File: src/pcc_pkg.sv
`timescale 1ns / 1ps

package pcc_pkg;

  localparam int unsigned ADDR_W    = 12;
  localparam int unsigned WORD_W    = 16;
  localparam int unsigned CHAN_W    = 8;
  localparam int unsigned PROD_W    = 13;
  localparam int unsigned PAL_DEPTH = 1 << ADDR_W;

  localparam logic [ADDR_W-1:0] LIMIT_GEN2    = 12'h800;
  localparam logic [ADDR_W-1:0] LIMIT_GEN1    = 12'hC00;
  localparam logic [ADDR_W-1:0] OBJ_SPAN      = 12'h200;
  localparam logic [ADDR_W-1:0] OBJ_BASE      = 12'hC00;
  localparam logic [ADDR_W-1:0] DEST_FLIP     = 12'h00F;
  localparam logic [4:0]        BRIGHT_OFFSET = 5'd15;

  // floor(x / 30) for x < 4709 as (x * 2185) >> 16
  localparam logic [11:0] RECIP_30    = 12'd2185;
  localparam int unsigned RECIP_SHIFT = 16;

  localparam logic REG_GEN_TWO = 1'b0;
  localparam logic REG_LAG_OBJ = 1'b1;

  typedef struct packed {
    logic              en;
    logic [ADDR_W-1:0] addr;
    logic [WORD_W-1:0] data;
  } pcc_wr_t;

endpackage

File: src/pcc_scale.sv
`timescale 1ns / 1ps

module pcc_scale (
  input  logic                          clk_i,
  input  logic [pcc_pkg::WORD_W-1:0]    word_i,
  output logic [pcc_pkg::CHAN_W-1:0]    red_o,
  output logic [pcc_pkg::CHAN_W-1:0]    green_o,
  output logic [pcc_pkg::CHAN_W-1:0]    blue_o
);
  import pcc_pkg::*;

  logic [4:0]        factor;
  logic [PROD_W-1:0] prod_d [3];
  logic [PROD_W-1:0] prod_q [3];
  logic [24:0]       quot   [3];

  assign factor = {1'b0, word_i[15:12]} + BRIGHT_OFFSET;

  always_comb begin
    for (int i = 0; i < 3; i++) begin
      prod_d[i] = PROD_W'({word_i[4*i +: 4], word_i[4*i +: 4]} * factor);
    end
  end

  always_ff @(posedge clk_i) begin
    prod_q <= prod_d;
  end

  always_comb begin
    for (int i = 0; i < 3; i++) begin
      quot[i] = 25'(prod_q[i] * RECIP_30);
    end
  end

  assign blue_o  = quot[0][RECIP_SHIFT +: CHAN_W];
  assign green_o = quot[1][RECIP_SHIFT +: CHAN_W];
  assign red_o   = quot[2][RECIP_SHIFT +: CHAN_W];

endmodule

File: config.mk
export PLATFORM = sky130hd
export DESIGN_NAME = pcc_scale
export DESIGN_NICKNAME = d
export VERILOG_FILES = /design/src/pcc_pkg.sv /design/src/pcc_scale.sv
export SDC_FILE = /design/constraint.sdc
export NUM_CORES = 1
export LEC_CHECK = 0
export ABC_AREA = 0
export BUFFER_PORTS_ARGS = -buffer_cell sky130_fd_sc_hd__clkbuf_2
export CAP_MARGIN = 5
export CORE_MARGIN = 3
export CORE_UTILIZATION = 65
export CTS_CLUSTER_SIZE = 8
export DETAILED_ROUTE_END_ITERATION = 7
export PLACE_DENSITY = 0.91
export SLEW_MARGIN = 10
export SYNTH_ARGS = -nofsm -noshare
export SYNTH_HDL_FRONTEND = slang
export SYNTH_SLANG_ARGS = --single-unit
File: constraint.sdc
create_clock -name clk_i -period 6.8 [get_ports clk_i]
set_clock_uncertainty 0.05 [all_clocks]
set_input_delay 0.68 -clock clk_i [delete_from_list [all_inputs] [get_ports clk_i]]
set_output_delay 0.68 -clock clk_i [all_outputs]
set_load 0.1 [all_outputs]
After elaboration in Yosys (flattened, before gate mapping)
Cells that the tools add are included.
Cells by class
  multiply operators: 6
  $add $sub $neg: 1
Operator list (count)
  13-bit by 12-bit multiplier with 24-bit output (second input constant): 3
  8-bit by 5-bit multiplier with 13-bit output: 3
  4-bit by 4-bit adder with 5-bit output (second input constant): 1
Word-level totals
  output and inout bits: 24
  register bits: 39
  input bits: 17
  word-level logic and storage cells: 10

Logic depth before layout (Yosys ltp)
Gate-level depths: netlist of the first run.
  word-level depth: 2
  mapped depth: 19
  gate-level depth less buffers: 17

Worst setup path before layout of the first run
OpenSTA, ideal clock, no wires.
  path type: reg-to-output
  from: register prod_q[1] (netlist name)
  to: output port red_o[7] (netlist name)
  data required time: 6.070 ns
  arrival time: 7.773 ns
  cell stages (with the launch flop): 13
  path slack: -1.703 ns
  buffers on the path: 0
  cells stage by stage: dfxtp_1 > ha_1 > inv_1 > fa_1 > fa_1 > inv_1 > ha_1 > ha_1 > o2111ai_1 > or3_1 > o221ai_2 > mux2i_1 > a2111oi_0
Between the ends
  cells in the longest elaborated chain, start to end: 1
Ends and longest elaborated chain
  start, declared: RTL line pcc_scale.sv:14  | logic [PROD_W-1:0] prod_q [3];
  start signal, assigned: RTL line pcc_scale.sv:26  | prod_q <= prod_d;
  13-bit by 12-bit multiplier with 24-bit output: RTL line pcc_scale.sv:31  | quot[i] = 25'(prod_q[i] * RECIP_30);
  end, declared: RTL line pcc_scale.sv:6  | output logic [pcc_pkg::CHAN_W-1:0] red_o,
Every way passes these cells.

Final worst setup path of the first run
  from: register prod_q[27] (netlist name)
  to: output port blue_o[7] (netlist name)
Between the ends
  cells in the longest elaborated chain, start to end: 1
Ends and longest elaborated chain
  13-bit by 12-bit multiplier with 24-bit output: RTL line pcc_scale.sv:31
  end, declared: RTL line pcc_scale.sv:8  | output logic [pcc_pkg::CHAN_W-1:0] blue_o
Every way passes these cells.

==> impl_summary.log, run 1 <==
[metrics] asr flop ratio synth: 0
[metrics] count of final max-slew check failures: 0
[metrics] EDFF count, synth: 0
[metrics] residual antenna-violating net count after detailed routing: 0
[metrics] cell area after synthesis: 0.00819 mm^2
[metrics] Clock Sinks: 39
[metrics] crit-path leading delay family: adder cells
[metrics] number of buffers between clock root and the deepest sink: 2
[metrics] Hold/Removal Path Class: primary input to register
[metrics] maximum fanout encountered on the critical timing path: 4
[metrics] f_max: 0.182 GHz
[metrics] most common cell type on the critical path: ha_1
[metrics] hold depth: 2
[metrics] total count of hold-check failures in the final report: 0
[metrics] vertical die dimension: 118 um
[metrics] detailed-router iteration count before antenna repair: 4
[metrics] number of storage elements in the synthesis netlist: 39
[metrics] most flop-heavy register: prod_q
[metrics] Slowest cell on crit path: fa_1
[metrics] setup TNS: 0 ps
[metrics] DRC viols: 0
[metrics] sum of met2 wire segment lengths after detailed routing: 8.27 mm
[metrics] fraction of layout instances using a drive strength above 1: 0.0613
[metrics] outcome: finished clean
[metrics] setup repair after global routing missed its margin: false
[metrics] WP data required: 6070 ps
[metrics] primary flip-flop cell chosen by synthesis mapping: dfxtp_1
[metrics] Die Span X: 118 um
[metrics] Buffers & Inverters on Critical Path: 3
[metrics] top cell type's share of synthesized area: 0.387
[metrics] TritonCTS Buffers: 5
[metrics] worst hold path startpoint: word_i[12]
[metrics] H-tree Lvls: 2
[metrics] cell taking the most area after synthesis: ha_1
[metrics] critical path start-end classification: register to output pin
[metrics] weighted congestion reported at the end of routability-driven placement: 0.892
[metrics] net count after synthesis: 1,232
[metrics] setup violators final: 0
[metrics] highest cell delay on the worst timing path: 510 ps
[metrics] core footprint: 0.0122 mm^2
[metrics] final layout net count: 1,274
[metrics] amount of wire on met3 after detailed routing: 666 um
[metrics] Worst Hold Path EP: prod_q[13]
[metrics] origin of the worst setup path: prod_q[27]
[metrics] number of global-route vias before repair: 6,471
[metrics] Yosys warning count: 0
[metrics] flip-flop count of the largest register, all copies and words added: 39
[metrics] Avg Vias per Cell: 5.55
[metrics] postcts setup bufs: 0
[metrics] TritonCTS clock tree: done
[metrics] routed length on met1: 7.16 mm
[metrics] Arrival @ worst endpoint: 4750 ps
[metrics] synth top area cells: ha_1 (39%), fa_1 (18%), dfxtp_1 (9.5%)
[metrics] FP Rows: 40
[metrics] HPWL Detailed: 14.2 mm
[metrics] I/O pins: 41
[metrics] total detailed-routing wirelength: 16.5 mm
[metrics] critical path startpoint category: register
[metrics] number of buffers inserted by port buffering: 40
[metrics] sequential element share of the synthesized area: 0.0954
[metrics] antenna violations before repair: 1
[metrics] GRT overflow: 0
[metrics] Tightest Pin Transition: 885 ps
[metrics] share of the cycle needed by the critical path after routing: 0.806
[metrics] mean area per synthesized cell: 9.23 um^2
[metrics] CTS hold repair buffers: 0
[metrics] top sig layer: met4
[metrics] crit-path cells: ha_1 -> inv_1 -> fa_1 -> fa_1 -> inv_1 -> ha_1 -> ha_1 -> o21a_1 -> o21a_1 -> o31a_1 -> a221o_2 -> a221o_2 -> o31ai_4 -> xnor2_1 -> clkbuf_2
[metrics] violation count after the first detailed-routing iteration: 234
[metrics] fin crit period: 5480 ps
[metrics] CP Capture Type: output pin
[metrics] root buffer selected by CTS: clkbuf_16
[metrics] clock-pin slew on the worst setup and hold paths: 60 ps
[metrics] slew margin rel.: 0.408
[metrics] instance count of the mapped netlist: 887
[metrics] routed via count: 6,099
[metrics] synth-to-layout area growth: 6.95%
[metrics] starting utilization of the core area: 0.673
[metrics] post-cts resize count: 0
[metrics] wire per inst: 15.0 um
[metrics] Yosys cell types: 49
[metrics] commonest non-fill, non-tap cells in the layout: ha_1 (253), inv_1 (203), fa_1 (75)
[metrics] largest registers: prod_q: 39 flops
[metrics] global-route wire length before repair: 28.6 mm
[metrics] max cap viols: 0
[metrics] Total Routing Usage GR: 0.243
[metrics] die area: 0.0140 mm^2
[metrics] most common cell after layout, fill and taps aside: ha_1
[metrics] largest net degree at the start of global routing: 14
## layout make-up
| type | instances | area [um^2] |
|---|---|---|
| clock buffers | 5 | 125 |
| fillers | 843 | 3410 |
| repair buffers | 40 | 200 |
| flip-flops and latches | 39 | 781 |
| inverters | 203 | 762 |
| diodes | 1 | 2.50 |
| well taps | 168 | 210 |
| multi-input cells | 640 | 6630 |
| clock inverters | 3 | 43.8 |
## cell usage after synthesis (all sizes together), types with 2 or more instances
master / count
o2111ai: 2
o21bai: 6
o21a: 6
nand2b: 13
xnor2: 28
o31ai: 2
fa: 75
and2: 16
ha: 253
dfxtp: 39
nor4: 5
o22ai: 2
or2: 2
a21o: 18
nand4: 6
inv: 203
o211ai: 2
a211o: 2
nand3: 13
nor3: 12
a2111oi: 4
o21ai: 16
clkbuf: 5
a31oi: 6
nand2: 47
nor2b: 7
xor2: 18
a211oi: 2
a221o: 3
nor2: 9
or3: 2
o311ai: 2
a21oi: 42
and3: 7
and4: 2
nand3b: 2
## routing by layer
layer	vias to the layer above	global-route usage
li1	3043	-
met1	2865	0.311
met4	0	0.0637
met5	-	0
met3	29	0.0206
met2	162	0.439
## per-stage QoR
| stage | util | setup WS (ps) | cells | hold WS, ps | instance area [um^2] |
|---|---|---|---|---|---|
| final | 0.720 | 1320 | 1099 | 652 | 8760 |
| after global routing | 0.720 | 1130 | 1099 | 658 | 8760 |
| after CTS | 0.720 | 1300 | 1098 | 642 | 8750 |
| after detailed placement | 0.706 | 1340 | 1090 | 936 | 8580 |
| after global placement | 0.706 | 1540 | 1090 | 924 | 8580 |
| after floorplan | - | 1020 | 887 | 735 | 8190 |
## how the worst max path moves through the flow
stage / depth (start not counted) / slack, ps / to
after floorplan: 12 / 1020 / red_o[7]
after global placement: 17 / 1540 / prod_q[25]
after detailed placement: 17 / 1340 / prod_q[25]
after CTS: 15 / 1300 / blue_o[7]
after global routing: 15 / 1130 / blue_o[7]
final: 15 / 1320 / blue_o[7]
## cell families after synthesis
group / Yosys count / synth area share
simple gates: 145 / 0.0912
mux: 1 / 0.00122
flops: 39 / 0.0954
fa+ha+maj: 328 / 0.570
buf+inv: 208 / 0.0954
compound gates: 120 / 0.0975
xor+xnor: 46 / 0.0492
Power of run 1 is not shown: default switching activity piles up to over one toggle a cycle in this logic, so the estimate is an artifact.
==> inputs of run 2 (changes only) <==
- ABC_AREA: 0 -> 1
- PLACE_DENSITY: 0.91 -> 0.9
- clock period: 6.8 -> 5.3 ns (I/O delays scaled with it)
==> run 2 against run 1 <==
  * Via count rose by 37%
  * Routed wire length up 28%
  * Largest cell class unchanged
  * Cell count grew 37%
  * Die area rose by 15%
  * Design area grew 14%
  * Non-clock buffer count unchanged
  * Synthesized cell count increased by 44%
  * Global-route usage rose by 2.6 points
  * Setup slack worse by 620 ps
  * Flip-flop and latch count did not move
  * Highest routed layer unchanged
  * Count of clock-buffer cells in the layout is the same
  * Hold slack worse by 85 ps
==> impl_summary.log, run 2 <==
[metrics] asr flop ratio synth: 0
[metrics] number of buffers between clock root and the deepest sink: 2
[metrics] antenna violations before repair: 0
[metrics] TritonCTS Buffers: 5
[metrics] Tightest Pin Transition: 533 ps
[metrics] number of storage elements in the synthesis netlist: 39
[metrics] instance count of the mapped netlist: 1,280
[metrics] Total Routing Usage GR: 0.269
[metrics] final layout net count: 1,670
[metrics] most flop-heavy register: prod_q
[metrics] H-tree Lvls: 2
[metrics] EDFF count, synth: 0
[metrics] Arrival @ worst endpoint: 4720 ps
[metrics] slew margin rel.: 0.643
[metrics] largest net degree at the start of global routing: 13
[metrics] postcts setup bufs: 0
[metrics] violation count after the first detailed-routing iteration: 574
[metrics] commonest cells in the synthesized netlist: inv_1 (277), ha_1 (253), nand2_1 (252)
[metrics] amount of wire on met3 after detailed routing: 951 um
[metrics] primary flip-flop cell chosen by synthesis mapping: dfxtp_1
[metrics] die area: 0.0160 mm^2
[metrics] f_max: 0.217 GHz
[metrics] Yosys cell types: 28
[metrics] commonest non-fill, non-tap cells in the layout: inv_1 (277), ha_1 (253), nand2_1 (252)
[metrics] core footprint: 0.0140 mm^2
[metrics] HPWL Detailed: 18.5 mm
[metrics] setup violators final: 0
[metrics] net count after synthesis: 1,625
[metrics] share of the cycle needed by the critical path after routing: 0.869
[metrics] cell with the most instances after synthesis: inv_1
[metrics] total count of hold-check failures in the final report: 0
[metrics] vertical die dimension: 127 um
[metrics] cell taking the most area after synthesis: ha_1
[metrics] DRC viols: 0
[metrics] CTS hold repair buffers: 0
[metrics] Clock Sinks: 39
[metrics] routed via count: 8,329
[metrics] CP Capture Type: register
[metrics] detailed-router iteration count before antenna repair: 6
[metrics] number of buffers inserted by port buffering: 40
[metrics] mean area per synthesized cell: 7.39 um^2
[metrics] setup repair after global routing missed its margin: false
[metrics] outcome: finished clean
[metrics] post-cts resize count: 0
[metrics] synth-to-layout area growth: 5.89%
[metrics] cell area after synthesis: 0.00945 mm^2
[metrics] FP Rows: 43
[metrics] number of global-route vias before repair: 8,403
[metrics] antenna diode instance count: 0
[metrics] sequential element share of the synthesized area: 0.0826
[metrics] top sig layer: met4
[metrics] critical path startpoint category: primary input
[metrics] count of final max-slew check failures: 0
[metrics] worst hold path startpoint: word_i[0]
[metrics] wire per inst: 14.0 um
[metrics] most common cell after layout, fill and taps aside: inv_1
[metrics] origin of the worst setup path: word_i[12]
[metrics] global-route wire length before repair: 36.6 mm
[metrics] Hold/Removal Path Class: primary input to register
[metrics] fin crit period: 4610 ps
[metrics] synth top area cells: ha_1 (33%), fa_1 (16%), inv_1 (11%)
[metrics] max cap viols: 0
[metrics] Die Span X: 127 um
[metrics] routed length on met1: 9.17 mm
[metrics] Worst Hold Path EP: prod_q[26]
[metrics] Avg Vias per Cell: 5.53
[metrics] total detailed-routing wirelength: 21.0 mm
[metrics] flip-flop count of the largest register, all copies and words added: 39
[metrics] root buffer selected by CTS: clkbuf_16
[metrics] I/O pins: 41
[metrics] Yosys warning count: 0
[metrics] setup TNS: 0 ps
[metrics] starting utilization of the core area: 0.673
[metrics] WP data required: 5420 ps
[metrics] fraction of layout instances using a drive strength above 1: 0.0438
[metrics] weighted congestion reported at the end of routability-driven placement: 0.961
[metrics] hold depth: 3
[metrics] GRT overflow: 0
[metrics] largest registers: prod_q: 39 flops
[metrics] critical path start-end classification: primary input to register
[metrics] maximum fanout encountered on the critical timing path: 12
[metrics] TritonCTS clock tree: done
[metrics] residual antenna-violating net count after detailed routing: 0
[metrics] top cell type's share of synthesized area: 0.335
[metrics] clock-pin slew on the worst setup and hold paths: 60 ps
[metrics] sum of met2 wire segment lengths after detailed routing: 10.3 mm
## run 2: cell types whose count changed after synthesis, moves of 11 or more
cell      delta
nor2_1     +116
xnor2_1     -17
o21ai_0     +11
and2_1      -16
a21oi_1     +28
nand2b_1    -13
inv_1       +74
nand3_1     +44
nand2_1    +205
## run 2: routing by layer
layer | vias up | global-route usage
li1 | 4171 | -
met1 | 3827 | 0.350
met2 | 272 | 0.478
met3 | 59 | 0.0215
met4 | 0 | 0.0789
met5 | - | 0
## run 2: metrics by stage
stage | util | hold WS (ps) | setup WS [ps] | instances | area [um^2]
6_report | 0.713 | 567 | 695 | 1505 | 10000
5_1_grt | 0.713 | 586 | 470 | 1505 | 10000
4_1_cts | 0.713 | 559 | 741 | 1505 | 10000
3_5_place_dp | 0.703 | 850 | 514 | 1498 | 9870
3_3_place_gp | 0.703 | 859 | 687 | 1498 | 9870
2_1_floorplan | - | 675 | 528 | 1280 | 9450
## run 2: how the worst max path moves through the flow
| stage | to | depth (start not counted) |
|---|---|---|
| 2_1_floorplan | blue_o[2] | 14 |
| 3_3_place_gp | prod_q[36] | 18 |
| 3_5_place_dp | prod_q[9] | 19 |
| 4_1_cts | blue_o[2] | 15 |
| 5_1_grt | prod_q[36] | 18 |
| 6_report | prod_q[9] | 19 |
## run 2: cell families after synthesis
family          after synthesis  share of synthesized area
compound gates              126                     0.0740
xor+xnor                     36                     0.0341
fa+ha+maj                   328                      0.494
buf+inv                     280                      0.111
flops                        39                     0.0826
simple gates                471                      0.204
## run 2: critical path: stages
cell and delay [ps]:
clkbuf_2 250, inv_1 120, ha_1 230, or2_2 300, nand2_1 220, inv_1 170
nand2_1 110, fa_1 490, fa_1 540, fa_1 540, inv_1 60, ha_1 380
nand2_1 140, nand3_1 130, nand3_1 120, nand2_1 100, nand3_1 90, nand2_1 70
xor2_1 140
## run 2: cell type report
class	count	area, um^2
fillers	1096	4030
clock buffers	5	125
repair buffers	40	200
multi-input cells	961	7620
well taps	180	225
inverters	278	1040
flip-flops and latches	39	781
clock inverters	2	13.8
Power of run 2 is left out for the same reason.
==> inputs of run 3 (changes only) <==
- BUFFER_PORTS_ARGS: -buffer_cell sky130_fd_sc_hd__clkbuf_2 -> -buffer_cell sky130_fd_sc_hd__buf_2
==> run 3 against run 2 <==
  * Core utilization rose by 0.28 points
  * Hold slack better by 28 ps
  * Cell count barely moved
  * Sequential share of layout area is essentially flat
  * Routed wire length is 0.10% higher
  * Count of clock-buffer cells in the layout grew 1
  * Largest cell class unchanged
==> impl_summary.log, run 3 (synthesis results as in run 2) <==
[metrics] core footprint: 0.0140 mm^2
[metrics] max cap viols: 0
[metrics] non-filler instance count after layout: 1,506
[metrics] post-layout worst setup margin: 670 ps
[metrics] total detailed-routing wirelength: 21.0 mm
[metrics] number of buffers inserted by port buffering: 40
[metrics] critical path startpoint category: primary input
[metrics] starting utilization of the core area: 0.673
[metrics] H-tree Lvls: 2
[metrics] maximum fanout encountered on the critical timing path: 12
[metrics] antenna violations before repair: 0
[metrics] WP data required: 5420 ps
[metrics] Avg Vias per Cell: 5.50
[metrics] setup slack after placement: 522 ps
[metrics] setup violators final: 0
[metrics] count of fill cells added during filler insertion: 1,054
[metrics] FP Rows: 43
[metrics] violation count after the first detailed-routing iteration: 599
[metrics] Arrival @ worst endpoint: 4750 ps
[metrics] most common cell after layout, fill and taps aside: inv_1
[metrics] worst hold path startpoint: word_i[12]
[metrics] CTS hold repair buffers: 0
[metrics] fin crit period: 4630 ps
[metrics] root buffer selected by CTS: clkbuf_16
[metrics] slew margin rel.: 0.601
[metrics] final layout net count: 1,670
[metrics] largest registers: prod_q: 39 flops
[metrics] Worst Hold Path EP: prod_q[0]
[metrics] CP Capture Type: register
[metrics] detailed-router iteration count before antenna repair: 5
[metrics] Die Span X: 127 um
[metrics] vertical die dimension: 127 um
[metrics] flip-flop count of the largest register, all copies and words added: 39
[metrics] Total Routing Usage GR: 0.268
[metrics] Clock Sinks: 39
[metrics] number of global-route vias before repair: 8,499
[metrics] critical path start-end classification: primary input to register
[metrics] setup TNS: 0 ps
[metrics] routed via count: 8,278
[metrics] post-cts resize count: 0
[metrics] clock-pin slew on the worst setup and hold paths: 60 ps
[metrics] Tightest Pin Transition: 595 ps
[metrics] Hold/Removal Path Class: primary input to register
[metrics] commonest non-fill, non-tap cells in the layout: inv_1 (277), ha_1 (253), nand2_1 (252)
[metrics] setup repair after global routing missed its margin: false
[metrics] postcts setup bufs: 0
[metrics] TritonCTS Buffers: 5
[metrics] global-route wire length before repair: 36.6 mm
[metrics] most flop-heavy register: prod_q
[metrics] fraction of layout instances using a drive strength above 1: 0.0445
[metrics] total count of hold-check failures in the final report: 0
[metrics] residual antenna-violating net count after detailed routing: 0
[metrics] GRT overflow: 0
[metrics] TritonCTS clock tree: done
[metrics] share of the cycle needed by the critical path after routing: 0.874
[metrics] cell total after placement: 1,498
[metrics] die area: 0.0160 mm^2
[metrics] DRC viols: 0
[metrics] hold depth: 2
[metrics] synth-to-layout area growth: 6.30%
[metrics] wire per inst: 14.0 um
[metrics] antenna diode instance count: 0
[metrics] weighted congestion reported at the end of routability-driven placement: 0.951
[metrics] number of buffers between clock root and the deepest sink: 2
[metrics] largest net degree at the start of global routing: 14
[metrics] I/O pins: 41
[metrics] outcome: finished clean
[metrics] HPWL Detailed: 18.1 mm
[metrics] f_max: 0.216 GHz
[metrics] count of final max-slew check failures: 0
-- run 3: through the flow --
stage / utilization / hold slack (ps) / instance area [um^2]
6_report: 0.716 / 595 / 10000
5_1_grt: 0.716 / 598 / 10000
4_1_cts: 0.716 / 576 / 10000
3_5_place_dp: 0.703 / 863 / 9870
3_3_place_gp: 0.703 / 849 / 9870
2_1_floorplan: - / 675 / 9450
-- run 3: layer usage --
layer  vias up  track usage  wire, um
li1       4168            -         -
met1      3793        0.338      8950
met2       266        0.484     10500
met3        51       0.0337      1100
met4         0       0.0726       437
met5         -            0         0
-- run 3: worst max-delay path by stage --
stage                     from         end  slack (ps)  cells past startpoint
finish              word_i[12]   prod_q[9]         670                     19
global route        word_i[12]  prod_q[36]         400                     18
CTS                 word_i[12]   prod_q[9]         770                     19
detailed placement  word_i[12]  prod_q[36]         520                     18
global placement    word_i[12]  prod_q[36]         700                     18
floorplan           prod_q[27]   blue_o[2]         530                     14
-- run 3: worst max-delay path, stage by stage --
cell	delay, ps
buf_2	180
inv_1	140
ha_1	210
inv_1	60
nor3_2	460
inv_1	230
nand2_1	140
fa_1	470
fa_1	540
fa_1	510
inv_1	50
ha_1	390
nand2_1	160
nand3_1	140
nand3_1	110
nand2_1	110
nand3_1	100
nand2_1	70
xor2_1	140
-- run 3: layout make-up --
type | count | area (um^2) | area share
Inverter | 278 | 1040 | 0.104
Clock inverter | 2 | 38.8 | 0.00386
Multi-Input combinational cell | 961 | 7620 | 0.758
Clock buffer | 6 | 139 | 0.0138
Sequential cell | 39 | 781 | 0.0777
Timing Repair Buffer | 40 | 200 | 0.0199
Tap cell | 180 | 225 | 0.0224
Power of run 3 is left out for the same reason.
